--- src/sv/pbd_pkg.sv ---
`timescale 1ns / 1ps
// Shared types and constants for the PackBits bi-level image decoder.
// No dependencies; imported by every module of the block.
package pbd_pkg;

	localparam logic [15:0] LIMIT_RESET  = 16'd51840;
	localparam logic [9:0]  HEADER_LEN   = 10'd512;
	localparam logic [9:0]  WRAP_HDR_LEN = 10'd640;
	localparam logic [9:0]  WRAP_POS_A   = 10'd74;
	localparam logic [9:0]  WRAP_POS_B   = 10'd82;
	localparam logic [7:0]  WRAP_LEN_LIM = 8'd64;
	localparam logic [7:0]  NOOP_COUNT   = 8'd128;
	localparam logic [8:0]  RUN_BASE     = 9'd257;
	localparam logic [16:0] DECODED_MAX  = 17'h1FFFF;

	localparam int QUEUE_DEPTH = 4;
	localparam int QPTR_W      = $clog2(QUEUE_DEPTH);
	localparam int QCNT_W      = $clog2(QUEUE_DEPTH + 1);

	typedef enum logic [2:0] {
		PH_HEADER,
		PH_COUNT,
		PH_LITERAL,
		PH_RUNVAL,
		PH_DONE
	} phase_t;

	// One output command: a byte and how many times it is written (1..128)
	typedef struct packed {
		logic [7:0] value;
		logic [7:0] len;
	} cmd_t;

endpackage

--- src/sv/packbits_bilevel_image_decoder_core.sv ---
`timescale 1ns / 1ps
// Top level of the PackBits bi-level image decoder: parser, command queue, expander.
// Depends on pbd_pkg, pbd_front, pbd_cmd_fifo and pbd_back.
//
//  channel  | handshake              | payload
//  ---------+------------------------+------------------------------------------
//  source   | src_valid / src_stall  | data_byte, image_start
//  result   | res_valid / res_stall  | pixels_first, pixels_second, byte_count, last
//  config   | cfg_we                 | cfg_wdata (output_byte_limit)
//
// One compressed byte is taken per cycle while the four-entry command queue has room.
// A literal byte gives one result; a run of n bytes gives ceil(n/2) results, one per
// cycle from the expander while res_stall is low, so long runs back up the queue and stall the source.
// A result passes through the command queue, the expander's working slot and the output register; res_stall holds it.
// Reset is asynchronous and active low; the limit resets to 51840.
module packbits_bilevel_image_decoder_core (
	input  logic        clk,
	input  logic        arst_n,
	input  logic        cfg_we,
	input  logic [15:0] cfg_wdata,
	input  logic        src_valid,
	output logic        src_stall,
	input  logic [7:0]  data_byte,
	input  logic        image_start,
	output logic        res_valid,
	input  logic        res_stall,
	output logic [7:0]  pixels_first,
	output logic [7:0]  pixels_second,
	output logic [1:0]  byte_count,
	output logic        last
);
	import pbd_pkg::*;

	logic accept;
	logic q_push, q_pop, q_empty, q_full;
	cmd_t q_in, q_head;

	assign src_stall = q_full;
	assign accept    = src_valid && !src_stall;

	pbd_front u_front (
		.clk         (clk),
		.arst_n      (arst_n),
		.cfg_we      (cfg_we),
		.cfg_wdata   (cfg_wdata),
		.accept      (accept),
		.data_byte   (data_byte),
		.image_start (image_start),
		.push        (q_push),
		.push_cmd    (q_in)
	);

	pbd_cmd_fifo u_fifo (
		.clk      (clk),
		.arst_n   (arst_n),
		.push     (q_push),
		.push_cmd (q_in),
		.pop      (q_pop),
		.head     (q_head),
		.empty    (q_empty),
		.full     (q_full)
	);

	pbd_back u_back (
		.clk           (clk),
		.arst_n        (arst_n),
		.head          (q_head),
		.empty         (q_empty),
		.pop           (q_pop),
		.res_valid     (res_valid),
		.res_stall     (res_stall),
		.pixels_first  (pixels_first),
		.pixels_second (pixels_second),
		.byte_count    (byte_count),
		.last          (last)
	);

	a_no_overflow: assert property (@(posedge clk) disable iff (!arst_n)
		q_push |-> !q_full)
		else $error("command pushed into a full queue");

	a_no_underflow: assert property (@(posedge clk) disable iff (!arst_n)
		q_pop |-> !q_empty)
		else $error("command popped from an empty queue");

	a_single_is_last: assert property (@(posedge clk) disable iff (!arst_n)
		res_valid |-> ((byte_count == 2'd1 && last && pixels_second == 8'd0) ||
			byte_count == 2'd2))
		else $error("malformed result word");

	a_pair_same: assert property (@(posedge clk) disable iff (!arst_n)
		(res_valid && byte_count == 2'd2) |-> (pixels_first == pixels_second))
		else $error("two-byte result from different bytes");

endmodule

--- src/sv/pbd_front.sv ---
`timescale 1ns / 1ps
// Front end: header skip, wrapper test, packet parsing and byte limit.
// Depends on pbd_pkg; pushes output commands into pbd_cmd_fifo.
module pbd_front (
	input  logic          clk,
	input  logic          arst_n,
	input  logic          cfg_we,
	input  logic [15:0]   cfg_wdata,
	input  logic          accept,
	input  logic [7:0]    data_byte,
	input  logic          image_start,
	output logic          push,
	output pbd_pkg::cmd_t push_cmd
);
	import pbd_pkg::*;

	phase_t      phase_q, phase_n;
	logic [9:0]  hdr_pos_q, hdr_pos_n;
	logic        wrap_ok_q, wrap_ok_n;
	logic [7:0]  lit_left_q, lit_left_n;
	logic [7:0]  run_len_q, run_len_n;
	logic [16:0] decoded_q, decoded_n;
	logic [15:0] limit_q;

	phase_t      ph;
	logic [9:0]  pos;
	logic        ok;
	logic [16:0] decoded;
	logic [17:0] sum;
	logic [7:0]  add_len;
	logic        emit;

	always_ff @(posedge clk or negedge arst_n) begin
		if (!arst_n) begin
			limit_q <= LIMIT_RESET;
		end else if (cfg_we) begin
			limit_q <= cfg_wdata;
		end
	end

	always_ff @(posedge clk or negedge arst_n) begin
		if (!arst_n) begin
			phase_q    <= PH_HEADER;
			hdr_pos_q  <= '0;
			wrap_ok_q  <= 1'b1;
			lit_left_q <= '0;
			run_len_q  <= '0;
			decoded_q  <= '0;
		end else if (accept) begin
			phase_q    <= phase_n;
			hdr_pos_q  <= hdr_pos_n;
			wrap_ok_q  <= wrap_ok_n;
			lit_left_q <= lit_left_n;
			run_len_q  <= run_len_n;
			decoded_q  <= decoded_n;
		end
	end

	always_comb begin
		// a start byte restarts decoding and is itself header byte 0
		ph      = image_start ? PH_HEADER : phase_q;
		pos     = image_start ? 10'd0 : hdr_pos_q;
		ok      = image_start ? 1'b1 : wrap_ok_q;
		decoded = image_start ? 17'd0 : decoded_q;

		phase_n    = ph;
		hdr_pos_n  = pos;
		wrap_ok_n  = ok;
		lit_left_n = lit_left_q;
		run_len_n  = run_len_q;
		emit       = 1'b0;
		add_len    = 8'd1;

		case (ph)
			PH_HEADER: begin
				if (pos == 10'd0 && data_byte != 8'd0)
					wrap_ok_n = 1'b0;
				if (pos == 10'd1 && (data_byte == 8'd0 || data_byte >= WRAP_LEN_LIM))
					wrap_ok_n = 1'b0;
				if ((pos == WRAP_POS_A || pos == WRAP_POS_B) && data_byte != 8'd0)
					wrap_ok_n = 1'b0;
				hdr_pos_n = pos + 10'd1;
				if (hdr_pos_n >= (wrap_ok_n ? WRAP_HDR_LEN : HEADER_LEN))
					phase_n = PH_COUNT;
			end
			PH_COUNT: begin
				if (decoded >= {1'b0, limit_q}) begin
					phase_n = PH_DONE;
				end else if (data_byte < NOOP_COUNT) begin
					lit_left_n = data_byte + 8'd1;
					phase_n    = PH_LITERAL;
				end else if (data_byte > NOOP_COUNT) begin
					run_len_n = 8'(RUN_BASE - {1'b0, data_byte});
					phase_n   = PH_RUNVAL;
				end
			end
			PH_LITERAL: begin
				emit       = 1'b1;
				add_len    = 8'd1;
				lit_left_n = lit_left_q - 8'd1;
				if (lit_left_n == 8'd0)
					phase_n = PH_COUNT;
			end
			PH_RUNVAL: begin
				emit      = 1'b1;
				add_len   = run_len_q;
				run_len_n = 8'd0;
				phase_n   = PH_COUNT;
			end
			default: begin
				phase_n = PH_DONE;
			end
		endcase

		sum       = {1'b0, decoded} + {10'd0, add_len};
		decoded_n = decoded;
		if (emit)
			decoded_n = (sum > {1'b0, DECODED_MAX}) ? DECODED_MAX : sum[16:0];

		push           = accept && emit;
		push_cmd.value = data_byte;
		push_cmd.len   = add_len;
	end

endmodule

--- src/sv/pbd_cmd_fifo.sv ---
`timescale 1ns / 1ps
// Short command queue between the parser and the output expander.
// Depends on pbd_pkg for the command type and depth.
module pbd_cmd_fifo (
	input  logic          clk,
	input  logic          arst_n,
	input  logic          push,
	input  pbd_pkg::cmd_t push_cmd,
	input  logic          pop,
	output pbd_pkg::cmd_t head,
	output logic          empty,
	output logic          full
);
	import pbd_pkg::*;

	cmd_t              mem_q [QUEUE_DEPTH];
	logic [QPTR_W-1:0] wr_q, rd_q;
	logic [QCNT_W-1:0] cnt_q;

	assign empty = (cnt_q == '0);
	assign full  = (cnt_q == QCNT_W'(QUEUE_DEPTH));
	assign head  = mem_q[rd_q];

	always_ff @(posedge clk) begin
		if (push)
			mem_q[wr_q] <= push_cmd;
	end

	always_ff @(posedge clk or negedge arst_n) begin
		if (!arst_n) begin
			wr_q  <= '0;
			rd_q  <= '0;
			cnt_q <= '0;
		end else begin
			if (push)
				wr_q <= QPTR_W'((32'(wr_q) + 1) % QUEUE_DEPTH);
			if (pop)
				rd_q <= QPTR_W'((32'(rd_q) + 1) % QUEUE_DEPTH);
			if (push && !pop)
				cnt_q <= cnt_q + QCNT_W'(1);
			else if (pop && !push)
				cnt_q <= cnt_q - QCNT_W'(1);
		end
	end

endmodule

--- src/sv/pbd_back.sv ---
`timescale 1ns / 1ps
// Back end: expands queued commands into results of one or two bytes.
// Depends on pbd_pkg; pops pbd_cmd_fifo and drives the output register.
module pbd_back (
	input  logic          clk,
	input  logic          arst_n,
	input  pbd_pkg::cmd_t head,
	input  logic          empty,
	output logic          pop,
	output logic          res_valid,
	input  logic          res_stall,
	output logic [7:0]    pixels_first,
	output logic [7:0]    pixels_second,
	output logic [1:0]    byte_count,
	output logic          last
);
	import pbd_pkg::*;

	logic       active_q;
	logic [7:0] value_q;
	logic [7:0] left_q;
	logic       out_valid_q;
	logic [7:0] first_q, second_q;
	logic [1:0] count_q;
	logic       last_q;

	logic load, emit, pair, done;

	assign load = !out_valid_q || !res_stall;
	assign emit = active_q && load;
	assign pair = (left_q >= 8'd2);
	assign done = (left_q <= 8'd2);
	// refill the working slot when it is empty or as the current command hands out its final result
	assign pop  = !empty && (!active_q || (emit && done));

	always_ff @(posedge clk or negedge arst_n) begin
		if (!arst_n) begin
			active_q    <= 1'b0;
			out_valid_q <= 1'b0;
		end else begin
			if (pop)
				active_q <= 1'b1;
			else if (emit && done)
				active_q <= 1'b0;
			if (emit)
				out_valid_q <= 1'b1;
			else if (!res_stall)
				out_valid_q <= 1'b0;
		end
	end

	always_ff @(posedge clk) begin
		if (pop) begin
			value_q <= head.value;
			left_q  <= head.len;
		end else if (emit) begin
			left_q <= left_q - (pair ? 8'd2 : 8'd1);
		end
		if (emit) begin
			first_q  <= value_q;
			second_q <= pair ? value_q : 8'd0;
			count_q  <= pair ? 2'd2 : 2'd1;
			last_q   <= done;
		end
	end

	assign res_valid     = out_valid_q;
	assign pixels_first  = first_q;
	assign pixels_second = second_q;
	assign byte_count    = count_q;
	assign last          = last_q;

endmodule

--- config.mk ---
export PLATFORM = sky130hd
export DESIGN_NAME = packbits_bilevel_image_decoder_core
export DESIGN_NICKNAME = d
export VERILOG_FILES = /design/src/sv/pbd_pkg.sv /design/src/sv/packbits_bilevel_image_decoder_core.sv /design/src/sv/pbd_front.sv /design/src/sv/pbd_cmd_fifo.sv /design/src/sv/pbd_back.sv
export SDC_FILE = /design/constraint.sdc
export NUM_CORES = 1
export LEC_CHECK = 0
export BUFFER_PORTS_ARGS = -buffer_cell sky130_fd_sc_hd__buf_2
export CAP_MARGIN = 20
export CORE_AREA = 2 2 124 126
export CTS_CLUSTER_SIZE = 16
export DETAILED_ROUTE_END_ITERATION = 7
export DIE_AREA = 0 0 126 128
export PLACE_DENSITY = 0.83
export SYNTH_ARGS = -nofsm -noshare
export SYNTH_HDL_FRONTEND = slang
export SYNTH_SLANG_ARGS = --single-unit
--- constraint.sdc ---
create_clock -name clk -period 9.9 [get_ports clk]
set_clock_uncertainty 0.2 [all_clocks]
set_input_delay 1.485 -clock clk [delete_from_list [all_inputs] [get_ports clk]]
set_output_delay 1.485 -clock clk [all_outputs]
set_load 0.005 [all_outputs]
# Word-level counts from Yosys, hierarchy flattened
# Memories as Yosys holds them, arrays and structs flattened.
# Cells that the tools add are included.
[word_totals] ff_bits=107 ram_bits=64 in_bits=30 out_inout_bits=21 word_cells=124 mem_count=1
[classes] addsub=10 order_cmp=8 n_eq_ne=12 n_mux=40 n_reduce_logical=35
[mem_list] name="u_fifo.mem_q" words=4 word_bits=16 read_ports=1 rd_ports_with_merged_regs=0 wr=1 line="pbd_cmd_fifo.sv:16" rtl="cmd_t mem_q [QUEUE_DEPTH];"
[op_table] op="$mux 8" n=9
[op_table] op="$mux 17" n=3
[op_table] op="$pmux 8 s2" n=2
[op_table] op="$mux 3" n=8
[op_table] op="$eq 10x7->1 const B" n=2
[op_table] op="$mux 10" n=2
[op_table] op="$add 17x8->18" n=1
[op_table] op="$gt 18x17->1 const B" n=1
[op_table] op="$ge 17x16->1" n=1
[op_table] op="$logic_not 8->1" n=2
[op_table] op="$mux 1" n=13
[op_table] op="$pmux 3 s4" n=1
[op_table] op="$add 10x1->10 const B" n=1
[op_table] op="$eq 10x1->1 const B" n=1
[op_table] op="$ge 10x10->1" n=1
[op_table] op="$logic_and 1x1->1" n=10
[op_table] op="$logic_not 10->1" n=1
[op_table] op="$reduce_bool 2->1" n=5
[op_table] op="$add 8x1->8 const B" n=1
[op_table] op="$ge 8x2->1 const B" n=1
[op_table] op="$ge 8x7->1 const B" n=1
[op_table] op="$gt 8x8->1 const B" n=1
[op_table] op="$le 8x2->1 const B" n=1
[op_table] op="$lt 8x8->1 const B" n=1
[op_table] op="other kinds (19)" n=35

# Depth between registers and ports, before layout
# Gate-level depths: netlist of the first run.
[logic_depth] word_depth=11 mapped_depth=16 mapped_depth_nobuf=14

# By module
# From an unflattened synthesis of the first run, not the netlist that was laid out.
[hier_totals] hier_cells=761 area_unflattened_um2=8822.2
[by_module_without_submodules] mod="pbd_front" instances=1 cells_per_inst=544 area_each_um2=4580.6 seq_area_each_um2=1584.0
[by_module_without_submodules] mod="pbd_cmd_fifo" instances=1 cells_per_inst=118 area_each_um2=2743.9 seq_area_each_um2=2097.0
[by_module_without_submodules] mod="pbd_back" instances=1 cells_per_inst=98 area_each_um2=1483.9 seq_area_each_um2=1101.1
[by_module_without_submodules] mod="packbits_bilevel_image_decoder_core" instances=1 cells_per_inst=1 area_each_um2=13.8 seq_area_each_um2=0.0

# Worst setup path before layout of the first run
# No wires, ideal clock.
[synth_path] path_type="input to register" startpoint="in image_start" endpoint="reg u_front.decoded_q[14]" setup_time_ps=90 arrival_ps=4485 path_slack_ps=5125 path_stages=13 cell_sequence="buf_2 nor3_1 clkbuf_1 nand2_1 or2_2 ha_1 fa_1 a211oi_1 o21ai_0 a31oi_1 nor4_2 a311o_1 o2111ai_1"
[synth_rtl] item="from (decl)" line="packbits_bilevel_image_decoder_core.sv:24" rtl="input logic image_start,"
[synth_rtl] item="to (signal assigned)" line="pbd_front.sv:55" rtl="decoded_q <= decoded_n;"
[synth_rtl] item="to (decl)" line="pbd_front.sv:22" rtl="logic [16:0] decoded_q, decoded_n;"

==> results of run 1 <==
[report_power, final]
part | total [mW] | internal (mW) | leakage (nW) | switching [mW]
clock | 0.638 | 0.338 | 0.278 | 0.300
sequential | 0.767 | 0.761 | 1.82 | 0.00578
combinational | 0.0725 | 0.0240 | 1.84 | 0.0484
total | 1.48 | 1.12 | 3.94 | 0.354
[synth_stat cells (17+ instances only)]
| master | count |
|---|---|
| edfxtp_1 | 99 |
| nand2_1 | 87 |
| dfrtp_1 | 66 |
| o21ai_0 | 57 |
| ha_1 | 43 |
| inv_1 | 40 |
| nor2_1 | 33 |
| clkbuf_1 | 26 |
| nor2b_1 | 26 |
| nand3_1 | 23 |
| xnor2_1 | 22 |
| a21oi_1 | 18 |
| and3_1 | 17 |
[per-layer routing]
metal	share of wire, %	wire, µm
met5	0	0
met3	4.7	839
met4	2.2	386
met1	41	7429
met2	52	9295
[worst reg2reg max path: cells and delay by family (launching register included)]
kind	cells	cell delay (ns)
AO/OA/AOI/OAI	1	0.07
XOR/XNOR	1	0.17
adder cells (fa/ha/maj)	2	0.73
buffers and inverters	1	0.07
flip-flops	1	0.43
AND/OR/NAND/NOR	4	2.12
[how the worst max path moves through the flow]
| stage | from | end | cells past startpoint |
|---|---|---|---|
| detailed placement | image_start | u_front.decoded_q[14] | 13 |
| global placement | image_start | u_front.decoded_q[14] | 13 |
| global route | image_start | u_front.decoded_q[14] | 13 |
| CTS | image_start | u_front.decoded_q[14] | 13 |
| finish | image_start | u_front.decoded_q[14] | 13 |
| floorplan | image_start | u_front.decoded_q[14] | 13 |
[sequential cells by signal (all words and copies together) (netlist names), 8 cells and up]
name and cells:
u_back.left_q 8, u_back.pixels_first 8, u_back.pixels_second 8, u_back.value_q 8, u_fifo.mem_q 64, u_front.decoded_q 17, u_front.hdr_pos_q 10, u_front.limit_q 16
u_front.lit_left_q 8, u_front.run_len_q 8
[cells by family after synthesis]
family	Yosys count	share of synthesized area (%)
mux	24	5.095
flops	171	54.85
simple gates	252	14.64
buf+inv	72	3.258
xor+xnor	35	3.602
compound gates	154	11.70
fa+ha+maj	46	6.860
[final cells by class]
cell class	instances	area [µm²]
Clock inverter	14	122.6
Fill cell	1092	5182
Tap cell	188	235.2
Timing Repair Buffer	54	300.3
Sequential cell	171	4782
Clock buffer	18	439.2
Multi-Input combinational cell	511	3652
Inverter	40	150.1
[metrics by stage]
step                      util [%]  std cells  hold slack, ns  worst slack (ns)
final                        65.13        996          0.2474             5.143
after global routing         65.13        996          0.2670             4.959
after CTS                    64.95        995          0.2497             5.200
after detailed placement     61.17        963          0.2360             4.839
after global placement       61.17        963          0.2232             4.986
after floorplan                  -        754          0.2180             5.125
==> impl_metrics.yaml, run 1 <==
run_status:
  status: "finished, final reports clean"
setup_path:
  slowest_delay_ns: 0.45
  cp.required_ns: 10.05
  worst-path-buf-inv: 2
  path_class: "primary input to flop"
  r2r-start: "u_back.left_q[4]"
  cp-start-kind: "primary input"
  endpoint_kind: "flop"
  crit_slowest_cell: "fa_1"
  cp_max_fo: 41
  cp.arrival_ns: 4.90
  r2r_setup_slack_ns: 5.84
  crit_family: "compound AO/OA/AOI/OAI gates"
  reg2regPathDepth: 9
  r2r_end: "u_back.left_q[6]"
  cp_cell_sequence: "buf_2 > buf_4 > nor3_1 > nand2_1 > or2_2 > ha_1 > fa_1 > a211oi_1 > o21ai_0 > a31oi_1 > nor4_2 > a311o_1 > o2111ai_1"
grt:
  grt_max_degree: 73
  grt_util_all_layers_pct: 23.00
  busiest_layer: "met2"
  grt_util_met2_pct: 40.42
  grt_pass1_wl_mm: 29.44
  grt_pass1_vias: 6041
  globalRouteMet3Util_pct: 4.048
  grt_antenna_before_repair: 0
  grt_use_met1_pct: 28.42
  gr-total-overflow: 0
yosys:
  async_flop_share_pct: 42.11
  ys_types: 76
  syn_avg_cell_area_um2: 11.56
  syn_area_um2: 8718
  seq_area_frac_synth_pct: 54.85
  synth_area_leaders: "edfxtp_1 (34%), dfrtp_1 (19%), ha_1 (6.2%), mux4_2 (4.1%), nand2_1 (3.7%)"
  ys_ff_latch: 171
  synth-warning-count: 0
  synth_top_area_cell: "edfxtp_1"
  ys.flop_type: "edfxtp_1"
  synth_top_area_share_pct: 34.10
  synth_edf_count: 99
  synthesis.nets: 830
  synthCells: 754
final_layout:
  final_layout_size_suffix_gt1_share_pct: 15.72
  layout_commonest_cell: "edfxtp_1"
  diodes: 0
  stdcell_area_um2: 9682
  final_nets: 871
  mostFrequentLayoutCells: "edfxtp_1 (99), nand2_1 (87), dfrtp_1 (66)"
  synthToLayoutAreaGrowth_pct: 11.05
floorplan:
  die_height_um: 128
  fp-row-count: 45
  dieWidth_um: 126
  start_util_pct: 58.65
  dieArea_um2: 16130
  core_um2: 14860
  io_pins: 51
routing:
  viasPerCell: 6.089
  drc: 0
  drtPass1Iterations: 5
  finalWirelength_mm: 17.95
  dr_total_vias: 6065
  detail_route.iter0.violations: 435
  wl_per_cell_um: 18.02
  antenna_left: 0
clock_tree:
  cts_max_level: 4
  cts_tree: "done"
  cts.sinks: 171
  hold_buffers: 0
  clock_path_buffers: 2
  clkTransAtPathRegs_ns: 0.07
  cts_root_buf: "clkbuf_16"
  ctsResizeCount: 0
  cts_buffers: 17
  cts_setup_buffers: 0
  clock_latency_ns: 0.43
placed_design:
  port_buffers: 50
  hpwl_mm: 12.30
  place.gp.congestion: 0.8752
  placed_area_um2: 9092
timing:
  hold_viol_final: 0
  fin_setup_tns_ns: 0
  max_freq_mhz: 210.2
  tightest_slew_ns: 1.003
  layout_min_cycle_time_ns: 4.757
  fin_crit_sh_pct: 48.05
  rsz0062_at_grt: "false"
  setup_viol: 0
  maxSlewViolCount: 0
  relSlewSlack_pct: 32.85
pwr:
  peakVddDrop_mv: 0.1082
  power_mw: 1.478
  power.density_nw_per_um2: 152.6
  p_leak_nw: 3.943
hold_path:
  hp-class: "flop to flop"
  min_to: "u_back.pixels_first[4]"
  worstHoldStart: "u_back.value_q[4]"
  holdPathStages: 0
job:
  max_cap_viol_count: 0
(Power assumes the default switching activity.)
==> run 2: changes to the inputs <==
Settings changed: ABC_AREA set to 1, CORE_AREA 2 2 124 126 to 2 2 131 133, DIE_AREA 0 0 126 128 to 0 0 133 135, PLACE_DENSITY 0.83 to 0.81.
Clock period 9.9 ns to 4.2 ns, I/O delays scaled along.
==> run 2 against run 1 <==
Via count is 17% higher. Final area grew 5.0%. Setup slack lost 4.2 ns. Worst hold slack got worse by 0.14 ns. Critical path depth increased by 5. Die area up 11%. Non-clock buffer count up 8. Sequential share of layout area is 2.3 points lower. Cell count rose by 32%. Clock power increased by 150%. Highest routed layer unchanged.
==> impl_metrics.yaml, run 2 <==
yosys:
  ys_ff_latch: 171
  synth_top_area_share_pct: 32.77
  seq_area_frac_synth_pct: 52.72
  synth_commonest_cells: "nand2_1 (208), nor2_1 (162), inv_1 (126), edfxtp_1 (99), o21ai_0 (91)"
  synthesis.nets: 1109
  syn_area_um2: 9071
  synth-warning-count: 0
  synth_top_area_cell: "edfxtp_1"
  synthCells: 1033
  ys_types: 42
  ys.flop_type: "edfxtp_1"
  async_flop_share_pct: 42.11
  synth_area_leaders: "edfxtp_1 (33%), dfrtp_1 (18%), nand2_1 (8.6%), nor2_1 (6.7%), ha_1 (5.9%)"
  syn_avg_cell_area_um2: 8.781
  yosysMostFrequentCell: "nand2_1"
  synth_edf_count: 99
floorplan:
  die_height_um: 135
  io_pins: 51
  start_util_pct: 55.29
  core_um2: 16410
  dieArea_um2: 17960
  dieWidth_um: 133
  fp-row-count: 47
routing:
  antenna_left: 0
  drtPass1Iterations: 5
  wl_per_cell_um: 14.33
  dr_total_vias: 7081
  drc: 0
  viasPerCell: 5.368
  detail_route.iter0.violations: 608
  finalWirelength_mm: 18.90
timing:
  maxSlewViolCount: 0
  hold_viol_final: 0
  fin_setup_tns_ns: 0
  rsz0062_at_grt: "false"
  fin_crit_sh_pct: 76.53
  max_freq_mhz: 311.1
  whs_ns: 0.1099
  tightest_slew_ns: 0.9606
  relSlewSlack_pct: 35.96
  layout_min_cycle_time_ns: 3.214
  setup_viol: 0
pwr:
  peakVddDrop_mv: 0.3798
  p_leak_nw: 4.450
  power.density_nw_per_um2: 546.3
setup_path:
  path_class: "flop to flop"
  cp_cell_sequence: "inv_1 > nor2_1 > nand2_1 > nor2_1 > buf_4 > inv_1 > or2_2 > ha_1 > fa_1 > nand3_1 > nand2_1 > nand4_1 > nand2_1 > nand2_1 > nor2_1 > nand3_1 > nand2_1 > a21oi_1"
  reg2regPathDepth: 18
  cp.arrival_ns: 3.39
  cp_max_fo: 11
  endpoint_kind: "flop"
  cp_common_cell: "nand2_1"
  cp.required_ns: 4.37
  cp-start-kind: "flop"
  crit_slowest_cell: "fa_1"
  slowest_delay_ns: 0.42
final_layout:
  stdcell_count: 1319
  largest_register_ffs: 64
  fillers: 1340
  multi_input_area_um2: 3674
  mostFrequentLayoutCells: "nand2_1 (208), nor2_1 (162), inv_1 (126)"
  seqCellArea_um2: 4782
  utilization_pct: 61.95
  layout_commonest_cell: "nand2_1"
  stdcell_area_um2: 10160
  top_regs: "u_fifo.mem_q: 64 flops, u_front.decoded_q: 17 flops, u_front.limit_q: 16 flops"
  final_layout_size_suffix_gt1_share_pct: 10.84
  largest_register: "u_fifo.mem_q"
  final_nets: 1161
  synthToLayoutAreaGrowth_pct: 12.05
grt:
  grt_antenna_before_repair: 1
  grt_pass1_vias: 6936
  grt_max_degree: 73
  grt_pass1_wl_mm: 31.91
  grt_util_all_layers_pct: 22.24
  gr-total-overflow: 0
clock_tree:
  cts_root_buf: "clkbuf_16"
  cts_setup_buffers: 0
  clkTransAtPathRegs_ns: 0.07
  cts_max_level: 4
  cts_buffers: 17
  clock_path_buffers: 2
  ctsResizeCount: 0
  clock_latency_ns: 0.45
  cts_tree: "done"
  cts.sinks: 171
  hold_buffers: 0
hold_path:
  hp-class: "primary input to asynchronous set/reset pin"
placed_design:
  port_buffers: 50
  place.gp.congestion: 0.8842
  placedCellCount: 1286
  placed_area_um2: 9570
  hpwl_mm: 12.78
run_status:
  status: "finished, final reports clean"
job:
  max_cap_viol_count: 0
-- run 2: cell count changes in the layout (fill, tap and decap cells not counted), sizes merged, moves of 26 or more --
cell / previous run / this run
inv: 50 / 139
o21ai: 64 / 93
nor2b: 26 / 0
nand2: 88 / 211
nor2: 34 / 163
-- run 2: power by group --
group	internal, mW	switching, mW
logic	0.570	1.11
registers	2.10	0.200
clock network	0.803	0.763
-- run 2: per-stage QoR --
step	setup WS, ns	power, mW
2_1_floorplan	0.8615	3.542
3_3_place_gp	0.7781	3.912
3_5_place_dp	0.6805	3.986
4_1_cts	0.9533	5.564
5_1_grt	0.6561	5.926
6_report	0.9858	5.553
-- run 2: path summary, 6_finish.rpt --
kind                                     from  slack (ns)                      to
setup / recovery           u_front.phase_q[1]        0.99   u_front.decoded_q[16]
hold / removal                         arst_n        0.11    u_front.hdr_pos_q[3]
setup reg to reg           u_front.phase_q[1]        0.99   u_front.decoded_q[16]
hold reg to reg             u_back.value_q[6]        0.25  u_back.pixels_first[6]
max in group asynchronous              arst_n        3.04         u_fifo.cnt_q[1]
min in group clk                 cfg_wdata[3]        0.18      u_front.limit_q[3]
-- run 2: area by class of cell --
type,instances,area share (%)
diodes,1,0.02462
clock buffers,17,4.185
clock inverters,15,1.637
inverters,132,4.887
multi-input cells,701,36.14
flip-flops and latches,171,47.05
well taps,220,2.708
repair buffers,62,3.373
-- run 2: cell families after synthesis --
logic type	synth area share, %
buf+inv	6.841
compound gates	10.36
fa+ha+maj	6.593
xor+xnor	2.221
flops	52.72
simple gates	21.02
mux	0.2483
-- run 2: critical path, delay by kind of cell (launching register included) --
kind                       cells  cell delay (ns)
and+or+nand+nor               12             1.36
adders and majority gates      2             0.68
buffers and inverters          3             0.40
DFF                            1             0.37
AOI/OAI and AO/OA              1             0.13
-- run 2: per-layer routing --
layer / global-route usage (%) / part of all wire [%] / up-vias
li1: - / - / 3552
met1: 26.96 / 43 / 3329
met2: 39.75 / 51 / 167
met3: 3.829 / 4.1 / 33
met4: 8.662 / 1.9 / 0
met5: 0 / 0 / -
